<file path="config.mk">
export PLATFORM = sky130hd
export DESIGN_NAME = led_column_hue_pattern_generator
export DESIGN_NICKNAME = d
export VERILOG_FILES = /design/src/rtl/core/lchpg_pkg.sv /design/src/rtl/core/lchpg_color.sv /design/src/rtl/core/led_column_hue_pattern_generator.sv
export VERILOG_INCLUDE_DIRS = /design/src /design/src/rtl/core
export SDC_FILE = /design/constraint.sdc
export NUM_CORES = 1
export LEC_CHECK = 0
export BUFFER_PORTS_ARGS = -buffer_cell sky130_fd_sc_hd__buf_4
export CORE_UTILIZATION = 37
export DETAILED_ROUTE_END_ITERATION = 10
export MAX_ROUTING_LAYER = met4
export PLACE_DENSITY_LB_ADDON = 0.05
export SETUP_SLACK_MARGIN = 0.05
export SLEW_MARGIN = 10
export SYNTH_ARGS = -nofsm -noshare
export SYNTH_HDL_FRONTEND = slang
export SYNTH_SLANG_ARGS = --single-unit
</file>
<file path="constraint.sdc">
create_clock -name clk -period 4.9 [get_ports clk]
set_input_delay 1.47 -clock clk [delete_from_list [all_inputs] [get_ports clk]]
set_output_delay 1.47 -clock clk [all_outputs]
set_load 0.1 [all_outputs]
</file>
<file path="src/rtl/core/led_column_hue_pattern_generator_defines.svh">
// Assertion macros shared by the LED column hue pattern generator RTL.
// Used by files that carry concurrent checks; expects clk and arst_n in scope.
`ifndef LED_COLUMN_HUE_PATTERN_GENERATOR_DEFINES_SVH
`define LED_COLUMN_HUE_PATTERN_GENERATOR_DEFINES_SVH

// Check clocked on clk, switched off while arst_n is low.
`define LCHPG_ASSERT(name, prop, msg) \
	name: assert property (@(posedge clk) disable iff (!arst_n) (prop)) else $error(msg);

// Check clocked on clk that also holds through reset.
`define LCHPG_ASSERT_ALWAYS(name, prop, msg) \
	name: assert property (@(posedge clk) (prop)) else $error(msg);

`endif

</file>
<file path="src/rtl/core/lchpg_pkg.sv">
// Types and fixed constants of the LED column hue pattern generator.
// No dependencies; imported by lchpg_color and the top level.
package lchpg_pkg;

	localparam int CH_W  = 2;
	localparam int LED_W = 4;
	localparam int HUE_W = 16;

	localparam logic [HUE_W-1:0] HUE_STEP = 16'd72;
	localparam logic [7:0] LEVEL_FULL = 8'hFF;
	localparam logic [7:0] LEVEL_DIM  = 8'h01;

	typedef enum logic [1:0] {
		MODE_WHEEL = 2'd0,
		MODE_PICK  = 2'd1,
		MODE_MARK  = 2'd2,
		MODE_OFF   = 2'd3
	} mode_t;

	typedef struct packed {
		mode_t      mode;
		logic [7:0] hue_hi;
		logic       odd_ch;
		logic       end_led;
	} pix_ctrl_t;

	typedef struct packed {
		logic [7:0] blue;
		logic [7:0] green;
		logic [7:0] red;
	} rgb_t;

endpackage

</file>
<file path="src/rtl/core/lchpg_color.sv">
// Pixel color lookup: hue wheel, three-color pick and marker pattern.
// Pure combinational; depends on lchpg_pkg.
module lchpg_color (
	input  lchpg_pkg::pix_ctrl_t ctrl,
	output lchpg_pkg::rgb_t      rgb
);
	import lchpg_pkg::*;

	logic [10:0] a6;
	logic [9:0]  a3;
	logic [7:0]  f;
	logic [7:0]  nf;
	logic [7:0]  mark_lvl;

	assign a6 = 11'(ctrl.hue_hi) * 11'd6;
	assign a3 = 10'(ctrl.hue_hi) * 10'd3;
	assign f  = a6[7:0];
	assign nf = ~a6[7:0];
	assign mark_lvl = ctrl.end_led ? LEVEL_FULL : LEVEL_DIM;

	always_comb begin
		rgb = '0;
		case (ctrl.mode)
			MODE_WHEEL: begin
				case (a6[10:8])
					3'd0: begin rgb.red = LEVEL_FULL; rgb.green = f; end
					3'd1: begin rgb.green = LEVEL_FULL; rgb.red = nf; end
					3'd2: begin rgb.green = LEVEL_FULL; rgb.blue = f; end
					3'd3: begin rgb.blue = LEVEL_FULL; rgb.green = nf; end
					3'd4: begin rgb.blue = LEVEL_FULL; rgb.red = f; end
					3'd5: begin rgb.red = LEVEL_FULL; rgb.blue = nf; end
					default: rgb = '0;
				endcase
			end
			MODE_PICK: begin
				case (a3[9:8])
					2'd0: rgb.red = LEVEL_FULL;
					2'd1: rgb.green = LEVEL_FULL;
					2'd2: rgb.blue = LEVEL_FULL;
					default: rgb = '0;
				endcase
			end
			MODE_MARK: begin
				if (ctrl.odd_ch) begin
					rgb.green = mark_lvl;
				end else begin
					rgb.red = mark_lvl;
				end
			end
			default: rgb = '0;
		endcase
	end

endmodule

</file>
<file path="src/rtl/core/led_column_hue_pattern_generator.sv">
// A column word passes stage 1, stage 2, the pixel generator and the output register,
// each of which can stall. The pixel generator emits one pixel per cycle unless the output
// stalls, CHANNELS*LEDS_PER_STRIP per column (32 by default); the next waits in stages 1-2.
// Reset: arst_n clears all valid flags, counters and pattern_mode (hue wheel) at once.
// Depends on lchpg_pkg, lchpg_color and the project assertion macros.
`include "led_column_hue_pattern_generator_defines.svh"

module led_column_hue_pattern_generator #(
	parameter int COLUMNS        = 256,
	parameter int LEDS_PER_STRIP = 16,
	parameter int CHANNELS       = 2
) (
	input  logic        clk,
	input  logic        arst_n,
	// configuration: pattern_mode [1:0]
	input  logic        cfg_valid,
	output logic        cfg_ready,
	input  logic [1:0]  cfg_data,
	// column_index [11:0], zero fill [15:12]
	input  logic        s_tvalid,
	output logic        s_tready,
	input  logic [15:0] s_tdata,
	// channel_number [1:0], led_number [5:2], red_level [13:6],
	// green_level [21:14], blue_level [29:22], zero fill [31:30]
	output logic        m_tvalid,
	input  logic        m_tready,
	output logic [31:0] m_tdata,
	output logic        m_tlast
);
	import lchpg_pkg::*;

	// base = col*0xFFFF/COLUMNS via reciprocal: exact for any 28-bit numerator
	localparam int NUM_W   = 28;
	localparam int SHIFT   = NUM_W + $clog2(COLUMNS);
	localparam int RECIP_W = NUM_W + 1;
	localparam logic [RECIP_W-1:0] RECIP =
		RECIP_W'(((64'd1 << SHIFT) + 64'(COLUMNS) - 64'd1) / 64'(COLUMNS));
	localparam int PROD_W  = NUM_W + RECIP_W;

	localparam logic [HUE_W-1:0] PH1 = HUE_W'(65536 / CHANNELS);
	localparam logic [HUE_W-1:0] PH2 = HUE_W'((2 * 65536) / CHANNELS);
	localparam logic [HUE_W-1:0] PH3 = HUE_W'((3 * 65536) / CHANNELS);

	localparam logic [CH_W-1:0]  CH_LAST  = CH_W'(CHANNELS - 1);
	localparam logic [LED_W-1:0] LED_LAST = LED_W'(LEDS_PER_STRIP - 1);

	function automatic logic [HUE_W-1:0] phase_of(input logic [CH_W-1:0] ch);
		logic [HUE_W-1:0] ph;
		case (ch)
			2'd1: ph = PH1;
			2'd2: ph = PH2;
			2'd3: ph = PH3;
			default: ph = '0;
		endcase
		return ph;
	endfunction

	mode_t mode_q;

	logic              s1_valid_q;
	logic [NUM_W-1:0]  num_s1;
	logic              s2_valid_q;
	logic [PROD_W-1:0] prod_s2;

	logic              gen_valid_q;
	logic [HUE_W-1:0]  base_q;
	logic [HUE_W-1:0]  hue_q;
	logic [CH_W-1:0]   ch_q;
	logic [LED_W-1:0]  led_q;

	logic              out_valid_q;
	logic [CH_W-1:0]   out_ch_q;
	logic [LED_W-1:0]  out_led_q;
	rgb_t              out_rgb_q;
	logic              out_last_q;

	logic              gen_adv;
	logic              gen_last;
	logic              gen_take;
	logic              s2_en;
	logic [HUE_W-1:0]  base_s2;
	logic [CH_W-1:0]   ch_next;
	pix_ctrl_t         pix_ctrl;
	rgb_t              pix_rgb;

	assign cfg_ready = 1'b1;

	always_ff @(posedge clk or negedge arst_n) begin
		if (!arst_n) begin
			mode_q <= MODE_WHEEL;
		end else if (cfg_valid) begin
			mode_q <= mode_t'(cfg_data);
		end
	end

	// pipeline flow control
	assign gen_adv  = gen_valid_q && (!out_valid_q || m_tready);
	assign gen_last = (ch_q == CH_LAST) && (led_q == LED_LAST);
	assign gen_take = s2_valid_q && (!gen_valid_q || (gen_adv && gen_last));
	assign s2_en    = !s2_valid_q || gen_take;
	assign s_tready = !s1_valid_q || s2_en;
	assign base_s2  = prod_s2[SHIFT +: HUE_W];
	assign ch_next  = ch_q + 1'b1;

	// stage 1: col*0xFFFF as (col<<16) - col
	always_ff @(posedge clk or negedge arst_n) begin
		if (!arst_n) begin
			s1_valid_q <= 1'b0;
		end else if (s_tready) begin
			s1_valid_q <= s_tvalid;
		end
	end

	always_ff @(posedge clk) begin
		if (s_tready && s_tvalid) begin
			num_s1 <= ({s_tdata[11:0], 16'd0}) - NUM_W'(s_tdata[11:0]);
		end
	end

	// stage 2: reciprocal multiply
	always_ff @(posedge clk or negedge arst_n) begin
		if (!arst_n) begin
			s2_valid_q <= 1'b0;
		end else if (s2_en) begin
			s2_valid_q <= s1_valid_q;
		end
	end

	always_ff @(posedge clk) begin
		if (s2_en && s1_valid_q) begin
			prod_s2 <= PROD_W'(num_s1) * PROD_W'(RECIP);
		end
	end

	// pixel generator: walk LEDs within a channel, then channels
	always_ff @(posedge clk or negedge arst_n) begin
		if (!arst_n) begin
			gen_valid_q <= 1'b0;
			ch_q        <= '0;
			led_q       <= '0;
		end else if (gen_take) begin
			gen_valid_q <= 1'b1;
			ch_q        <= '0;
			led_q       <= '0;
		end else if (gen_adv) begin
			if (gen_last) begin
				gen_valid_q <= 1'b0;
			end else if (led_q == LED_LAST) begin
				ch_q  <= ch_next;
				led_q <= '0;
			end else begin
				led_q <= led_q + 1'b1;
			end
		end
	end

	always_ff @(posedge clk) begin
		if (gen_take) begin
			base_q <= base_s2;
			hue_q  <= base_s2;
		end else if (gen_adv && !gen_last) begin
			if (led_q == LED_LAST) begin
				hue_q <= base_q + phase_of(ch_next);
			end else begin
				hue_q <= hue_q + HUE_STEP;
			end
		end
	end

	assign pix_ctrl.mode    = mode_q;
	assign pix_ctrl.hue_hi  = hue_q[HUE_W-1 -: 8];
	assign pix_ctrl.odd_ch  = ch_q[0];
	assign pix_ctrl.end_led = (led_q == '0) || (led_q == LED_LAST);

	lchpg_color u_color (
		.ctrl (pix_ctrl),
		.rgb  (pix_rgb)
	);

	// output register: hold the word until taken
	always_ff @(posedge clk or negedge arst_n) begin
		if (!arst_n) begin
			out_valid_q <= 1'b0;
		end else if (!out_valid_q || m_tready) begin
			out_valid_q <= gen_valid_q;
		end
	end

	always_ff @(posedge clk) begin
		if (gen_adv) begin
			out_ch_q   <= ch_q;
			out_led_q  <= led_q;
			out_rgb_q  <= pix_rgb;
			out_last_q <= gen_last;
		end
	end

	assign m_tvalid = out_valid_q;
	assign m_tdata  = {2'b00, out_rgb_q.blue, out_rgb_q.green, out_rgb_q.red,
		out_led_q, out_ch_q};
	assign m_tlast  = out_last_q;

	`LCHPG_ASSERT(a_gen_range, gen_valid_q |-> (led_q <= LED_LAST) && (ch_q <= CH_LAST), "generator counters out of range")
	`LCHPG_ASSERT(a_led_step, (gen_adv && !gen_take && (led_q != LED_LAST)) |=> (led_q == $past(led_q) + 1'b1), "LED counter skipped")
	`LCHPG_ASSERT(a_run_cont, (gen_adv && !gen_last) |=> gen_valid_q, "column run dropped before its last pixel")
	`LCHPG_ASSERT(a_last_pos, (m_tvalid && m_tlast) |-> (out_led_q == LED_LAST) && (out_ch_q == CH_LAST), "last flag on wrong pixel")
	`LCHPG_ASSERT_ALWAYS(a_rst_idle, !arst_n |=> !m_tvalid, "output valid during reset")

endmodule
</file>
==> run_results.csv <==
group,metric,value,unit
pwr,leakagePower,2.21,nW
yosys,synthFlopType,"edfxtp_1",
yosys,synth-async-reset-ratio,12.6,%
worst_setup_path,reg2regPathDepth,8,
timing,fmaxAchievable,256,MHz
global_route,grt_pass1_wl,15.3,mm
yosys,seq_area_frac_synth,57.3,%
clock_network,post_cts_resized,0,
floorplan,die_h,117,um
clock_network,cts_tree,"done",
hold_path,whs_path_depth,0,
pwr,swShare,43.8,%
worst_setup_path,path_class,"in2out",
worst_setup_path,cp.required,3430,ps
final_layout,layout.nets,504,
final_layout,final_common_cell,"edfxtp_1",
clock_network,cts_root_buf,"clkbuf_16",
timing,tns,0,ps
pwr,pwr-share-comb,47.2,%
worst_setup_path,slowest_delay,240,ps
final_layout,final_cell_mix,"83 x edfxtp_1, 53 x buf_4, 46 x nand2_1",
final_layout,num-fill-cells,1229,
global_route,top_usage_layer,"met2",
drt,route.detailed.drc,0,
pwr,power.density,644,mW/mm^2
timing,worst_slack,998,ps
timing,min_period,3900,ps
floorplan,boundaryPins,59,
timing,slew_headroom,29.7,%
worst_setup_path,critical_path_peak_fanout,3,
global_route,grt_use_total,15.6,%
pwr,internal_power,0.00206,W
clock_network,cts_hold_buf,0,
yosys,synth_warnings,0,
timing,skew,9.13,ps
yosys,synth-seq-cells,95,
final_layout,layout-area-overhead-vs-synth,16.9,%
floorplan,initial_core_util,38.3,%
yosys,synth_edf_count,83,
drt,vias,3209,
place,io_buffers,51,
floorplan,die_x,117,um
yosys,synthDistinctLibCells,58,
clock_network,cts-htree-levels,3,
clock_network,clock-sinks,95,
global_route,antenna_found_initial,0,
drt,antenna_left,0,
global_route,grtUsageMet1,18.7,%
pwr,pwr-share-seq,32.0,%
worst_setup_path,cp-end-kind,"output port",
timing,rsz0062_at_grt,"false",
clock_network,numCtsBuffers,9,
clock_network,postCtsSetupBuffers,0,
global_route,grt_start_max_net_pins,35,
global_route,first_global_vias,3006,
drt,first_pass_iters,4,
global_route,use_met2,25.0,%
place,dpl.hpwl,6.75,mm
floorplan,dieArea,0.0136,sq mm
hold_path,holdCritPathClass,"reg2reg",
yosys,netlist_area,0.00487,sq mm
run_status,status,"complete, no violations",
place,place_congestion,0.772,
global_route,grt_use_met3,3.58,%
timing,worst_slew_pin_slew,1050,ps
pwr,p_sw,0.00160,W
timing,hold_viol_final,0,
worst_setup_path,critPathSlowestCell,"buf_4",
timing,final_max_slew_viol_count,0,
pwr,clkPwrFrac,20.9,%
timing,setup_viol,0,
final_layout,regArea,0.00279,sq mm
clock_network,cts_buffer_depth,2,
pwr,vdd_drop_max,0.261,mV
final_layout,n_antenna_cell,0,
final_layout,drive_gt1_share,18.7,%
timing,post-route-period-util,79.6,%
drt,wl_per_cell,14.3,um
floorplan,placeableCoreArea,0.0127,sq mm
global_route,grt_overflow_total,0,
place,dp_slack,999,ps
clock_network,path_clk_slew,60,ps
drt,dr.first_iter.drc_count,165,
clock_network,insertion_delay,350,ps
yosys,synth_area_per_cell,11.6,sq um
worst_setup_path,startpoint_type,"input pin",
worst_setup_path,path_cells,"buf_4, nand2b_1, nand3_1, nand2_1, nor2_1, nand2_1, buf_4",
flow_run,drv_cap,0,
final_layout,multi_input_area,0.00190,sq mm
floorplan,placement_rows,41,
drt,drt-total-wl,9.17,mm
drt,drt-vias-per-instance,4.99,
worst_setup_path,arrival,2430,ps
yosys,postSynthCellCount,420,
power by group through the flow:
stage	sequential, W	combinational [W]	clock, W
2_1_floorplan	0.00166	0.000938	0
3_3_place_gp	0.00119	0.00173	0
3_5_place_dp	0.00119	0.00173	0
4_1_cts	0.00118	0.00174	0.000789
5_1_grt	0.00120	0.00188	0.000816
6_report	0.00117	0.00173	0.000764
critical path: cells and delay by family:
family                 cells  cell delay [ps]
AND/OR/NAND/NOR            5              610
buffers and inverters      2              340
state kept, by name, indices dropped and copies added (netlist names):
signal	count
hue_q	13
mode_q	2
num_s1	13
s2_valid_q	1
m_tvalid	1
led_q	4
out_led_q	4
out_ch_q	2
prod_s2	13
m_tdata	24
ch_q	2
s1_valid_q	1
m_tlast	1
base_q	13
gen_valid_q	1
Yosys cell counts, types with 3 or more instances:
cell type | number | area (sq um)
inv_1 | 16 | 60.1
buf_2 | 7 | 35.0
buf_4 | 4 | 30.0
xnor2_1 | 17 | 149
nand2b_1 | 9 | 56.3
a21o_1 | 5 | 37.5
and2_1 | 3 | 18.8
nand2_1 | 46 | 173
a211oi_1 | 3 | 22.5
mux2_2 | 3 | 33.8
a21bo_2 | 3 | 30.0
o221ai_1 | 4 | 35.0
xor2_1 | 7 | 61.3
clkbuf_1 | 5 | 18.8
a31oi_1 | 4 | 25.0
o21ai_0 | 32 | 160
nand3_1 | 17 | 85.1
nor2_1 | 29 | 109
and3_1 | 4 | 25.0
dfrtp_1 | 12 | 300
a21oi_1 | 18 | 90.1
o21ai_1 | 3 | 15.0
nor3_1 | 10 | 50.1
edfxtp_1 | 83 | 2490
o211a_1 | 3 | 30.0
or3_1 | 7 | 43.8
mux2i_1 | 13 | 130
ha_1 | 14 | 175
per-stage QoR:
| stage | power [W] | cell area, sq um | cells | utilization (%) | hold WS [ps] |
|---|---|---|---|---|---|
| 2_1_floorplan | 0.00260 | 4870 | 421 | - | 400 |
| 3_3_place_gp | 0.00292 | 5370 | 627 | 42.2 | 401 |
| 3_5_place_dp | 0.00292 | 5370 | 627 | 42.2 | 405 |
| 4_1_cts | 0.00371 | 5690 | 643 | 44.7 | 421 |
| 5_1_grt | 0.00389 | 5690 | 643 | 44.7 | 423 |
| 6_report | 0.00366 | 5690 | 643 | 44.7 | 418 |
per-layer routing:
metal	vias up	wire [um]	share of wire [%]
met5	-	0	0
met1	1509	4040	44
li1	1625	-	-
met3	14	296	3.2
met4	0	180	2.0
met2	61	4660	51
logic make-up after synthesis:
group	Yosys count	share of synthesized area (%)
fa+ha+maj	15	4.01
other cells	2	0.154
xor+xnor	24	4.32
compound gates	91	12.7
buf+inv	35	3.73
flops	95	57.3
simple gates	142	14.4
mux	16	3.37
cell type report:
| type | instances | share of cell area (%) |
|---|---|---|
| Clock inverter | 7 | 1.76 |
| Multi-Input combinational cell | 291 | 33.4 |
| Clock buffer | 9 | 3.96 |
| Timing Repair Buffer | 53 | 6.99 |
| Inverter | 16 | 1.06 |
| Sequential cell | 95 | 49.1 |
| Tap cell | 172 | 3.78 |
worst paths after layout:
check                            from           to  slack, ps
setup / recovery             m_tready     s_tready       1000
hold / removal             num_s1[12]  prod_s2[40]        420
setup reg to reg            hue_q[15]  m_tdata[29]       1340
hold reg to reg            num_s1[12]  prod_s2[40]        420
max in group asynchronous      arst_n     led_q[3]       3790
min in group asynchronous      arst_n      ch_q[1]        950
Power figures use the tool's default switching activity.
